$ cat config.mk
export PLATFORM = sky130hd
export DESIGN_NAME = crc8_frame_appender_core
export DESIGN_NICKNAME = d
export VERILOG_FILES = /design/src/rtl/crc8fa_pkg.sv /design/src/rtl/crc8fa_crc_unit.sv /design/src/rtl/crc8fa_out_stage.sv /design/src/rtl/crc8_frame_appender_core.sv
export SDC_FILE = /design/constraint.sdc
export NUM_CORES = 1
export LEC_CHECK = 0
export BUFFER_PORTS_ARGS = -buffer_cell sky130_fd_sc_hd__clkbuf_2
export CAP_MARGIN = 20
export CELL_PAD_IN_SITES_DETAIL_PLACEMENT = 1
export CELL_PAD_IN_SITES_GLOBAL_PLACEMENT = 2
export CORE_MARGIN = 2
export CORE_UTILIZATION = 42
export DETAILED_ROUTE_END_ITERATION = 8
export GPL_TIMING_DRIVEN = 0
export PLACE_DENSITY_LB_ADDON = 0.15
export SLEW_MARGIN = 10
export SYNTH_ARGS = -nofsm -noshare
export SYNTH_HDL_FRONTEND = slang
export SYNTH_HIERARCHICAL = 1
export SYNTH_SLANG_ARGS = --single-unit
$ cat constraint.sdc
create_clock -name clk_i -period 13 [get_ports clk_i]
set_input_delay 2.6 -clock clk_i [delete_from_list [all_inputs] [get_ports clk_i]]
set_output_delay 2.6 -clock clk_i [all_outputs]
set_load 0.02 [all_outputs]
$ cat src/rtl/crc8fa_pkg.sv
// ----------------------------------------------------------------------------
// crc8fa_pkg: shared types and constants of the crc-8 frame appender
// result record, register indexes and register reset values
// ----------------------------------------------------------------------------
package crc8fa_pkg;

  localparam int unsigned ByteW  = 8;
  localparam int unsigned DelayW = 16;

  // configuration register indexes
  localparam logic CfgIdxPoly = 1'b0;
  localparam logic CfgIdxInit = 1'b1;

  // register reset values
  localparam logic [ByteW-1:0] PolyReset = 8'hD9;
  localparam logic [ByteW-1:0] InitReset = 8'h00;

  // one transmit byte with its side information
  typedef struct packed {
    logic [ByteW-1:0]  tx_byte;
    logic [DelayW-1:0] tx_delay;
    logic              is_crc;
    logic              frame_end;
    logic              overlong;
  } tx_result_t;

endpackage

$ cat src/rtl/crc8fa_crc_unit.sv
// ----------------------------------------------------------------------------
// crc8fa_crc_unit: one byte of reflected crc-8
// eight lsb-first shift steps, unrolled, purely combinational
// ----------------------------------------------------------------------------
module crc8fa_crc_unit (
  input  logic [crc8fa_pkg::ByteW-1:0] crc_i,
  input  logic [crc8fa_pkg::ByteW-1:0] data_i,
  input  logic [crc8fa_pkg::ByteW-1:0] poly_i,
  output logic [crc8fa_pkg::ByteW-1:0] crc_o
);

  always_comb begin
    logic [crc8fa_pkg::ByteW-1:0] crc;
    crc = crc_i;
    for (int k = 0; k < crc8fa_pkg::ByteW; k++) begin
      if (crc[0] ^ data_i[k]) begin
        crc = (crc >> 1) ^ poly_i;
      end else begin
        crc = crc >> 1;
      end
    end
    crc_o = crc;
  end

endmodule

$ cat src/rtl/crc8fa_out_stage.sv
// ----------------------------------------------------------------------------
// crc8fa_out_stage: result register with a pending crc slot
// shows the payload byte first, then the crc byte that trails it
// ----------------------------------------------------------------------------
module crc8fa_out_stage (
  input  logic                          clk_i,
  input  logic                          rst_ni,
  input  logic                          load_i,
  input  crc8fa_pkg::tx_result_t        load_res_i,
  input  logic                          crc_load_i,
  input  logic [crc8fa_pkg::ByteW-1:0]  crc_byte_i,
  output logic                          can_load_o,
  output logic                          out_valid_o,
  input  logic                          out_stall_i,
  output crc8fa_pkg::tx_result_t        out_res_o
);

  logic                         out_valid_q, out_valid_d;
  logic                         pend_valid_q, pend_valid_d;
  crc8fa_pkg::tx_result_t       out_res_q, out_res_d;
  logic [crc8fa_pkg::ByteW-1:0] pend_byte_q, pend_byte_d;
  crc8fa_pkg::tx_result_t       crc_res;
  logic                         pop;

  assign pop        = out_valid_q && !out_stall_i;
  assign can_load_o = !pend_valid_q && (!out_valid_q || !out_stall_i);

  always_comb begin
    crc_res           = '0;
    crc_res.tx_byte   = pend_byte_q;
    crc_res.is_crc    = 1'b1;
    crc_res.frame_end = 1'b1;
  end

  always_comb begin
    out_valid_d  = out_valid_q;
    pend_valid_d = pend_valid_q;
    out_res_d    = out_res_q;
    pend_byte_d  = pend_byte_q;
    priority if (load_i) begin
      out_valid_d  = 1'b1;
      out_res_d    = load_res_i;
      pend_valid_d = crc_load_i;
      pend_byte_d  = crc_byte_i;
    end else if (pop) begin
      if (pend_valid_q) begin
        out_valid_d  = 1'b1;
        out_res_d    = crc_res;
        pend_valid_d = 1'b0;
      end else begin
        out_valid_d = 1'b0;
      end
    end
  end

  always_ff @(posedge clk_i or negedge rst_ni) begin
    if (!rst_ni) begin
      out_valid_q  <= 1'b0;
      pend_valid_q <= 1'b0;
    end else begin
      out_valid_q  <= out_valid_d;
      pend_valid_q <= pend_valid_d;
    end
  end

  always_ff @(posedge clk_i) begin
    out_res_q   <= out_res_d;
    pend_byte_q <= pend_byte_d;
  end

  assign out_valid_o = out_valid_q;
  assign out_res_o   = out_res_q;

`ifndef SYNTHESIS
  a_load_when_free: assert property (@(posedge clk_i) disable iff (!rst_ni)
    load_i |-> !pend_valid_q && (!out_valid_q || !out_stall_i))
    else $error("load while result slots full");
  a_pend_behind_out: assert property (@(posedge clk_i) disable iff (!rst_ni)
    pend_valid_q |-> out_valid_q)
    else $error("pending crc without payload ahead of it");
  a_crc_follows: assert property (@(posedge clk_i) disable iff (!rst_ni)
    pop && pend_valid_q |=> out_valid_q && out_res_q.is_crc && out_res_q.frame_end)
    else $error("crc byte did not follow its payload byte");
`endif

endmodule

$ cat src/rtl/crc8_frame_appender_core.sv
// an accepted request passes the input register, then the output register, onto the output
// throughput: one request per cycle unless out_stall is set; a pending crc byte stalls input
// output, one byte per cycle unless stalled, sets the rate; the crc is one unrolled byte step
// reset: async active low, clears the pipeline, packet state, crc_poly to 0xD9, crc_init to 0
// ----------------------------------------------------------------------------
// crc8_frame_appender_core: transmit framer with trailing reflected crc-8
// passes packet bytes through, puts the start delay on the first byte, flags bytes
// past the length limit and, if crc_poly != 0, appends the crc byte after the last byte
// ----------------------------------------------------------------------------
module crc8_frame_appender_core #(
  parameter int unsigned MAX_PACKET_BYTES = 32
) (
  input  logic                           clk_i,
  input  logic                           rst_ni,
  // input requests
  input  logic                           in_valid_i,
  output logic                           in_stall_o,
  input  logic [crc8fa_pkg::ByteW-1:0]   data_byte_i,
  input  logic                           end_of_packet_i,
  input  logic [crc8fa_pkg::DelayW-1:0]  start_delay_i,
  // output requests
  output logic                           out_valid_o,
  input  logic                           out_stall_i,
  output logic [crc8fa_pkg::ByteW-1:0]   tx_byte_o,
  output logic [crc8fa_pkg::DelayW-1:0]  tx_delay_o,
  output logic                           is_crc_o,
  output logic                           frame_end_o,
  output logic                           overlong_o,
  // configuration writes
  input  logic                           cfg_valid_i,
  output logic                           cfg_ready_o,
  input  logic                           cfg_index_i,
  input  logic [crc8fa_pkg::ByteW-1:0]   cfg_data_i
);

  // byte counter saturates at MAX_PACKET_BYTES-1, one slot is left for the crc
  localparam int unsigned CntW = $clog2(MAX_PACKET_BYTES);
  localparam logic [CntW-1:0] Limit = CntW'(MAX_PACKET_BYTES - 1);

  // configuration registers
  logic [crc8fa_pkg::ByteW-1:0] crc_poly_q, crc_init_q;

  // input register
  logic                          s1_valid_q, s1_valid_d;
  logic [crc8fa_pkg::ByteW-1:0]  s1_byte_q;
  logic                          s1_last_q;
  logic [crc8fa_pkg::DelayW-1:0] s1_delay_q;

  // packet state
  logic [crc8fa_pkg::ByteW-1:0]  crc_acc_q, crc_acc_d;
  logic                          mid_packet_q, mid_packet_d;
  logic [CntW-1:0]               byte_count_q, byte_count_d;

  logic                          in_accept;
  logic                          advance;
  logic                          can_load;
  logic [crc8fa_pkg::ByteW-1:0]  crc_start;
  logic [crc8fa_pkg::ByteW-1:0]  crc_next;
  logic [CntW-1:0]               count_cur;
  logic                          over;
  logic                          with_crc;
  crc8fa_pkg::tx_result_t        payload_res;
  crc8fa_pkg::tx_result_t        out_res;

  // writes are always taken; only legal while the block is idle
  assign cfg_ready_o = 1'b1;

  always_ff @(posedge clk_i or negedge rst_ni) begin
    if (!rst_ni) begin
      crc_poly_q <= crc8fa_pkg::PolyReset;
      crc_init_q <= crc8fa_pkg::InitReset;
    end else if (cfg_valid_i && cfg_ready_o) begin
      unique case (cfg_index_i)
        crc8fa_pkg::CfgIdxPoly: crc_poly_q <= cfg_data_i;
        crc8fa_pkg::CfgIdxInit: crc_init_q <= cfg_data_i;
        default: ;
      endcase
    end
  end

  // input register: holds one request while the output side is full
  assign in_accept  = in_valid_i && !in_stall_o;
  assign advance    = s1_valid_q && can_load;
  assign in_stall_o = s1_valid_q && !can_load;
  assign s1_valid_d = in_accept || (s1_valid_q && !advance);

  always_ff @(posedge clk_i or negedge rst_ni) begin
    if (!rst_ni) begin
      s1_valid_q <= 1'b0;
    end else begin
      s1_valid_q <= s1_valid_d;
    end
  end

  always_ff @(posedge clk_i) begin
    if (in_accept) begin
      s1_byte_q  <= data_byte_i;
      s1_last_q  <= end_of_packet_i;
      s1_delay_q <= start_delay_i;
    end
  end

  // packet start reloads the crc and clears the count
  assign crc_start = mid_packet_q ? crc_acc_q : crc_init_q;
  assign count_cur = mid_packet_q ? byte_count_q : '0;
  assign over      = count_cur >= Limit;
  assign with_crc  = s1_last_q && (crc_poly_q != '0);

  crc8fa_crc_unit u_crc (
    .crc_i  (crc_start),
    .data_i (s1_byte_q),
    .poly_i (crc_poly_q),
    .crc_o  (crc_next)
  );

  always_comb begin
    crc_acc_d    = crc_acc_q;
    mid_packet_d = mid_packet_q;
    byte_count_d = byte_count_q;
    if (advance) begin
      crc_acc_d    = crc_next;
      mid_packet_d = !s1_last_q;
      byte_count_d = over ? count_cur : count_cur + CntW'(1);
    end
  end

  always_ff @(posedge clk_i or negedge rst_ni) begin
    if (!rst_ni) begin
      crc_acc_q    <= '0;
      mid_packet_q <= 1'b0;
      byte_count_q <= '0;
    end else begin
      crc_acc_q    <= crc_acc_d;
      mid_packet_q <= mid_packet_d;
      byte_count_q <= byte_count_d;
    end
  end

  // payload byte: delay only on the first byte, frame end here when no crc
  always_comb begin
    payload_res           = '0;
    payload_res.tx_byte   = s1_byte_q;
    payload_res.tx_delay  = mid_packet_q ? '0 : s1_delay_q;
    payload_res.frame_end = s1_last_q && !with_crc;
    payload_res.overlong  = over;
  end

  crc8fa_out_stage u_out (
    .clk_i       (clk_i),
    .rst_ni      (rst_ni),
    .load_i      (advance),
    .load_res_i  (payload_res),
    .crc_load_i  (with_crc),
    .crc_byte_i  (crc_next),
    .can_load_o  (can_load),
    .out_valid_o (out_valid_o),
    .out_stall_i (out_stall_i),
    .out_res_o   (out_res)
  );

  assign tx_byte_o   = out_res.tx_byte;
  assign tx_delay_o  = out_res.tx_delay;
  assign is_crc_o    = out_res.is_crc;
  assign frame_end_o = out_res.frame_end;
  assign overlong_o  = out_res.overlong;

`ifndef SYNTHESIS
  a_crc_fields: assert property (@(posedge clk_i) disable iff (!rst_ni)
    out_valid_o && is_crc_o |-> frame_end_o && (tx_delay_o == '0) && !overlong_o)
    else $error("crc byte with bad side fields");
  a_packet_closes: assert property (@(posedge clk_i) disable iff (!rst_ni)
    advance && s1_last_q |=> !mid_packet_q)
    else $error("packet state not closed after last byte");
  a_payload_before_crc: assert property (@(posedge clk_i) disable iff (!rst_ni)
    advance && with_crc |=> out_valid_o && !is_crc_o && !frame_end_o)
    else $error("payload byte of a crc frame shown wrongly");
`endif

endmodule

Word-level counts from Yosys, hierarchy flattened
Cells that the tools add are included.
- add/sub/neg operators: 1
- reductions and logical operators: 25
- bitwise operators: 17
- muxes and demuxes: 20
- magnitude comparators: 1
- operators by type and width (cell ; number):
    2-to-1 mux 27 bit ; 3
    2-to-1 mux 8 bit ; 9
    bitwise XOR 7 x 8 -> 8 bit ; 8
    2-to-1 mux 16 bit ; 1
    2-to-1 mux 5 bit ; 2
    logical AND 1 bit ; 8
    logical NOT 1 bit ; 8
    AND reduction 2 bit ; 4
    nonzero test 8 bit ; 1
    bitwise XOR 1 bit ; 8
    adder 5 x 1 -> 5 bit, second input constant ; 1
    >= comparator 5 bit, second input constant ; 1
    2-to-1 mux 1 bit ; 5
    nonzero test 2 bit ; 2
    logical OR 1 bit ; 2
    inverter 1 bit ; 1
- register bits: 93
- word-level logic and storage cells: 81
- input bits: 39

Logic depth before layout (Yosys ltp)
Gate-level depths: netlist of the first run.
- depth in word-level cells: 17
- gate-level depth with buffers: 15
- gate-level depth less buffers: 13

Modules after synthesis
The synthesis of the first run kept the hierarchy.
- modules (own cells, without submodules) (module ; cells an instance ; instances ; area each (um2) ; sequential area each (um2)):
    crc8_frame_appender_core ; 158 ; 1 ; 2362.3 ; 1532.7
    crc8fa_crc_unit ; 188 ; 1 ; 1446.4 ; 0.0
    crc8fa_out_stage ; 75 ; 1 ; 1405.1 ; 1101.1

Worst setup path after synthesis of the first run
Ideal clock, no wire load.
- path type: input -> output
- start: in out_stall_i
- end: out in_stall_o
- arrival: 3049 ps
- cell stages on the path: 3
- path slack: 7351 ps
- data required time: 10400 ps
- path buffers: 0
- cells stage by stage: a21oi_1 > nand2b_1 > inv_1
- longest elaborated chain between the ends: 5
- ends and longest elaborated chain (item ; RTL line ; text):
    start: declaration ; crc8_frame_appender_core.sv:23 ; input logic out_stall_i,
    logical NOT 1 bit ; crc8fa_out_stage.sv:26 ; assign can_load_o = !pend_valid_q && (!out_valid_q || !out_stall_i);
    logical OR 1 bit ; crc8fa_out_stage.sv:26 ;
    logical AND 1 bit ; crc8fa_out_stage.sv:26 ;
    logical NOT 1 bit ; crc8_frame_appender_core.sv:84 ; assign in_stall_o = s1_valid_q && !can_load;
    logical AND 1 bit ; crc8_frame_appender_core.sv:84 ;
    end: declaration ; crc8_frame_appender_core.sv:17 ; output logic in_stall_o,
No other way between the ends.

Final worst setup path of the first run
- start: in out_stall_i
- end: out in_stall_o
- longest elaborated chain between the ends: 5
- ends and longest elaborated chain (item ; RTL line ; text):
    logical NOT 1 bit ; crc8fa_out_stage.sv:26 ;
    logical OR 1 bit ; crc8fa_out_stage.sv:26 ;
    logical AND 1 bit ; crc8fa_out_stage.sv:26 ;
    via can_load ; crc8_frame_appender_core.sv:56 ; logic can_load;
    logical NOT 1 bit ; crc8_frame_appender_core.sv:84 ;
    logical AND 1 bit ; crc8_frame_appender_core.sv:84 ;
The timed path passes the listed nets, and every way through them passes these cells.

==> results of run 1 <==
==> sequential cells by signal, summed over array words and instances, names as in the netlist <==
name and count:
byte_count_q 5, crc_acc_q 8, crc_init_q 8, crc_poly_q 8, mid_packet_q 1, s1_byte_q 8
s1_delay_q 16, s1_last_q 1, s1_valid_q 1, u_out/out_res_o 27, u_out/out_valid_o 1, u_out/pend_byte_q 8
u_out/pend_valid_q 1
==> metal layers <==
metal,up-vias,part of all wire,GRT usage
li1,1680,-,-
met1,1771,0.45,0.262
met2,62,0.50,0.327
met3,10,0.035,0.0434
met4,0,0.013,0.0578
met5,-,0,0
==> cells in the final DEF, fill, tap and decap left out, types with 15 or more instances in the layout <==
| master | synthesis | final |
|---|---|---|
| clkbuf_2 | 0 | 67 |
| edfxtp_1 | 60 | 60 |
| nand2_1 | 36 | 36 |
| dfrtp_1 | 28 | 28 |
| xnor2_1 | 27 | 27 |
| and2_1 | 23 | 23 |
| mux2_1 | 20 | 20 |
| nor2b_1 | 19 | 19 |
| mux2_4 | 15 | 15 |
==> cells by family (layout without fill, tap and decap cells) <==
logic type	after synthesis	after routing	synth area share
compound gates	57	57	0.0845
xor+xnor	53	53	0.121
fa+ha+maj	2	2	0.00480
buf+inv	27	112	0.0266
flops	93	93	0.505
mux	42	42	0.101
other cells	2	2	0.00144
simple gates	145	145	0.156
==> final cells by class <==
class | instances | area (um2) | area share
Clock buffer | 13 | 293 | 0.0478
Tap cell | 168 | 210 | 0.0343
Inverter | 7 | 26.3 | 0.00429
Clock inverter | 3 | 15.0 | 0.00245
Multi-Input combinational cell | 301 | 2440 | 0.399
Sequential cell | 93 | 2630 | 0.430
Timing Repair Buffer | 69 | 390 | 0.0638
Buffer | 20 | 113 | 0.0184
==> path summary, 6_finish.rpt <==
kind | start | end | slack (ns)
worst max-delay path | out_stall_i | in_stall_o | 7.05
worst min-delay path | crc_init_q[7] | crc_init_q[7] | 0.48
worst max register to register | mid_packet_q | crc_acc_q[1] | 7.84
worst min register to register | crc_init_q[7] | crc_init_q[7] | 0.48
max in group asynchronous | rst_ni | crc_acc_q[0] | 10.11
min in group asynchronous | rst_ni | byte_count_q[4] | 2.36
==> stage by stage <==
step           cells  utilization  worst slack (ns)  instance area [um2]
6_report         674        0.508              7.05                 6120
3_3_place_gp     656        0.477              7.08                 5760
4_1_cts          674        0.508              7.03                 6120
2_1_floorplan    421            -              7.35                 5210
5_1_grt          674        0.508              6.97                 6120
3_5_place_dp     658        0.482              7.04                 5810
==> results_dict.tcl, run 1 <==
set metrics [dict create \
    cts_made_buffers 9 \
    hp-class "flip-flop to flip-flop" \
    layout-drive-gt1-share 0.281 \
    hold-worst-slack_ns 0.483 \
    die_h_um 115 \
    finalSetupViolCount 0 \
    clockRootBuffer "clkbuf_16" \
    syn_area_per_cell_um2 12.4 \
    crit_chain "clkbuf_2, a21oi_1, nand2b_1, inv_1, clkbuf_2" \
    crit_top_cell "clkbuf_2" \
    yosysMostFrequentCell "edfxtp_1" \
    wl_um 12500 \
    synth_edf_count 60 \
    cts_tree "done" \
    globalRouteTotalUtil 0.198 \
    synth.area.top_cells "edfxtp_1 35%, dfrtp_1 13%, xnor2_1 4.5%" \
    maxCapViolCount 0 \
    path_depth 5 \
    crit_path_start_kind "input port" \
    cp.arrival_ns 3.35 \
    num_vias 3523 \
    drt_iter0_drc 151 \
    synthArstFlopShare 0.355 \
    initial_core_util 0.432 \
    netlist_area_mm2 0.00521 \
    first_global_vias 3648 \
    die_width_um 115 \
    hold_viol_final 0 \
    holdBufCountCts 0 \
    antenna_found_initial 0 \
    wl_per_cell_um 18.5 \
    placementRows 40 \
    seq_area_frac_synth 0.505 \
    ys_top_cells_by_count "60 x edfxtp_1, 36 x nand2_1, 28 x dfrtp_1, 27 x xnor2_1, 23 x and2_1" \
    maxSlewViolCount 0 \
    boundaryPins 69 \
    synth_top_area_frac 0.346 \
    ys_seq_elements 93 \
    port_buffers 67 \
    crit_path_top_delay_cell "a21oi_1" \
    rsz0062_at_grt "false" \
    area_delta_synth_final_pct 17.4 \
    skew_ns 0.00970 \
    post_cts_buffers 0 \
    maxSlewHeadroom 0.431 \
    grt_max_degree 34 \
    yosysTopAreaCell "edfxtp_1" \
    drtAntennaViolNets 0 \
    cp_max_fo 3 \
    grt_overflow 0 \
    yosys_warnings 6 \
    drt_first_pass_iters 4 \
    drcViolationCount 0 \
    synth-main-ff-cell "edfxtp_1" \
    htree_levels 3 \
    min_period_ns 5.95 \
    clock.fmax_mhz 168 \
    worst_slew_pin_slew_ns 0.853 \
    cts_sinks 93 \
    cp.buffers_inverters 3 \
    clk_path_buf_depth 2 \
    status "finished clean" \
    cpPeakStageDelay_ns 0.26 \
    place.gp.congestion 0.780 \
    min_path_cells 1 \
    core-area_mm2 0.0121 \
    hpwl_um 9240 \
    die_area_mm2 0.0133 \
    yosysUniqueCellTypes 74 \
    fillers 1287 \
    viasPerCell 5.23 \
    fin_nets 542 \
    fin_setup_tns_ns 0 \
    path_clk_slew_ns 0.06 \
    insertion_delay_ns 0.35 \
    period_share 0.458 \
    postSynthCellCount 421 \
    crit_type "input port to primary output" \
    cp_data_required_time_ns 10.40 \
    synthesis.nets 462 \
    crit_family "buffers and inverters" \
    grt_pass1_wl_um 19600 \
    r2r_cells 14 \
    crit_path_end_kind "primary output" \
    cts_resized 0 \
    diodes 0 \
]
Power of run 1 is left out: the tool's default activity adds up to more than one toggle a clock period on the data nets, which glitch-free logic cannot reach.
==> run 2: changes to the inputs <==
--- a/config.mk
+++ b/config.mk
@@ -10,7 +10,7 @@
 export CELL_PAD_IN_SITES_DETAIL_PLACEMENT = 1
 export CELL_PAD_IN_SITES_GLOBAL_PLACEMENT = 2
 export CORE_MARGIN = 2
-export CORE_UTILIZATION = 42
+export CORE_UTILIZATION = 39
 export DETAILED_ROUTE_END_ITERATION = 8
 export GPL_TIMING_DRIVEN = 0
 export PLACE_DENSITY_LB_ADDON = 0.15
==> constraint.sdc (replaced) <==
create_clock -name clk_i -period 5.7 [get_ports clk_i]
set_input_delay 1.14 -clock clk_i [delete_from_list [all_inputs] [get_ports clk_i]]
set_output_delay 1.14 -clock clk_i [all_outputs]
set_load 0.02 [all_outputs]
==> run 2 against run 1 <==
  * Cell count is 1.2% higher
  * Highest routed layer unchanged
  * Final area is 0.69% higher
  * Clock skew is 0.00075 ns lower
  * Global-route usage is 1.5 points lower
  * Largest cell class unchanged
  * Die area is 7.4% higher
==> results_dict.tcl, run 2 (synthesis gave the netlist of run 1 again) <==
set metrics [dict create \
    rsz0062_at_grt "false" \
    initial_core_util 0.397 \
    cts_sinks 93 \
    drcViolationCount 0 \
    worst_slew_pin_slew_ns 0.877 \
    antenna_found_initial 0 \
    crit_type "flip-flop to flip-flop" \
    wl_um 12500 \
    holdBufCountCts 0 \
    die_h_um 120 \
    drtAntennaViolNets 0 \
    area_delta_synth_final_pct 18.2 \
    htree_levels 3 \
    period_share 0.919 \
    boundaryPins 69 \
    multi_input_area_mm2 0.00244 \
    finalSetupViolCount 0 \
    status "finished clean" \
    hpwl_um 9360 \
    maxSlewHeadroom 0.415 \
    port_buffers 67 \
    worstHoldStart "crc_acc_q[1]" \
    crit_path_start_kind "flip-flop" \
    r2r-start "mid_packet_q" \
    globalRouteTotalUtil 0.183 \
    fin_nets 542 \
    fin_setup_tns_ns 0 \
    diodes 0 \
    fillers 1419 \
    r2r_cells 14 \
    hp-class "flip-flop to flip-flop" \
    die_width_um 120 \
    core-area_mm2 0.0131 \
    cts_made_buffers 9 \
    cts_resized 0 \
    viasPerCell 5.18 \
    skew_ns 0.00895 \
    largest_reg_flops 27 \
    post_cts_buffers 0 \
    holdPathEnd "crc_acc_q[1]" \
    min_period_ns 5.24 \
    grt_pass1_wl_um 20000 \
    crit_path_end_kind "flip-flop" \
    clk_path_buf_depth 2 \
    wl_per_cell_um 18.3 \
    cp_max_fo 10 \
    r2r_slack_ns 0.46 \
    placementRows 42 \
    most-common-layout-cells "67 x clkbuf_2, 60 x edfxtp_1, 36 x nand2_1" \
    ff_latch_area_mm2 0.00263 \
    clockRootBuffer "clkbuf_16" \
    die_area_mm2 0.0143 \
    grt_max_degree 34 \
    drt_first_pass_iters 4 \
    cp.arrival_ns 5.52 \
    cp_data_required_time_ns 5.98 \
    hold-worst-slack_ns 0.489 \
    maxCapViolCount 0 \
    drt_iter0_drc 140 \
    r2r-end "crc_acc_q[3]" \
    min_path_cells 1 \
    clock.fmax_mhz 191 \
    grt_overflow 0 \
    maxSlewViolCount 0 \
    insertion_delay_ns 0.34 \
    place.gp.congestion 0.799 \
    hold_viol_final 0 \
    mostFrequentLayoutCell "clkbuf_2" \
    path_clk_slew_ns 0.06 \
    cts_tree "done" \
    layout-drive-gt1-share 0.279 \
    num_vias 3535 \
    first_global_vias 3581 \
]
run 2: cell types whose count changed in the layout (fill, tap and decap cells not counted):
| cell | before | now |
|---|---|---|
| bufinv_16 | 0 | 3 |
| clkbuf_16 | 11 | 9 |
| clkinv_2 | 3 | 0 |
| clkbuf_8 | 1 | 0 |
| clkinv_1 | 1 | 2 |
| clkinv_4 | 0 | 2 |
run 2: per-stage QoR:
stage / instance area [um2] / util / setup slack (ns) / cells
after global placement: 5770 / 0.439 / 0.578 / 664
after CTS: 6160 / 0.469 / 0.474 / 682
final: 6160 / 0.469 / 0.461 / 682
after floorplan: 5210 / - / 1.33 / 421
after detailed placement: 5820 / 0.443 / 0.522 / 666
after global routing: 6160 / 0.469 / 0.236 / 682
run 2: per-layer routing:
| layer | global-route usage | up-vias | share of wire |
|---|---|---|---|
| li1 | - | 1673 | - |
| met1 | 0.256 | 1798 | 0.48 |
| met2 | 0.290 | 54 | 0.48 |
| met3 | 0.0409 | 10 | 0.028 |
| met4 | 0.0471 | 0 | 0.012 |
| met5 | 0 | - | 0 |
run 2: worst max path at each step:
stage,start,endpoint,cells past startpoint
after floorplan,mid_packet_q,crc_acc_q[1],14
after global placement,mid_packet_q,crc_acc_q[3],14
after detailed placement,mid_packet_q,crc_acc_q[3],14
after CTS,mid_packet_q,crc_acc_q[3],14
after global routing,mid_packet_q,crc_acc_q[3],14
final,mid_packet_q,crc_acc_q[3],14
run 2: worst max-delay path, stage by stage, from the launching register on:
cell and delay [ns]:
dfrtp_1 0.46, buf_2 0.33, mux2_1 0.44, xnor2_2 0.45, nor4_1 0.11, a311o_1 0.37
a311oi_2 0.28, and2_1 0.21, xor3_2 0.54, a211o_1 0.39, a211oi_4 0.45, o21ai_1 0.16
xnor3_1 0.41, xnor2_1 0.35, mux2_4 0.22
run 2: layout make-up:
class                      count  area share
buffer                        20      0.0183
clock buffer                  10      0.0371
clock inverter                 6      0.0181
inverter                       7     0.00426
multi-input combinational    301       0.396
sequential                    93       0.427
tap                          176      0.0357
timing repair buffer          69      0.0633
Power of run 2 is left out for the same reason.
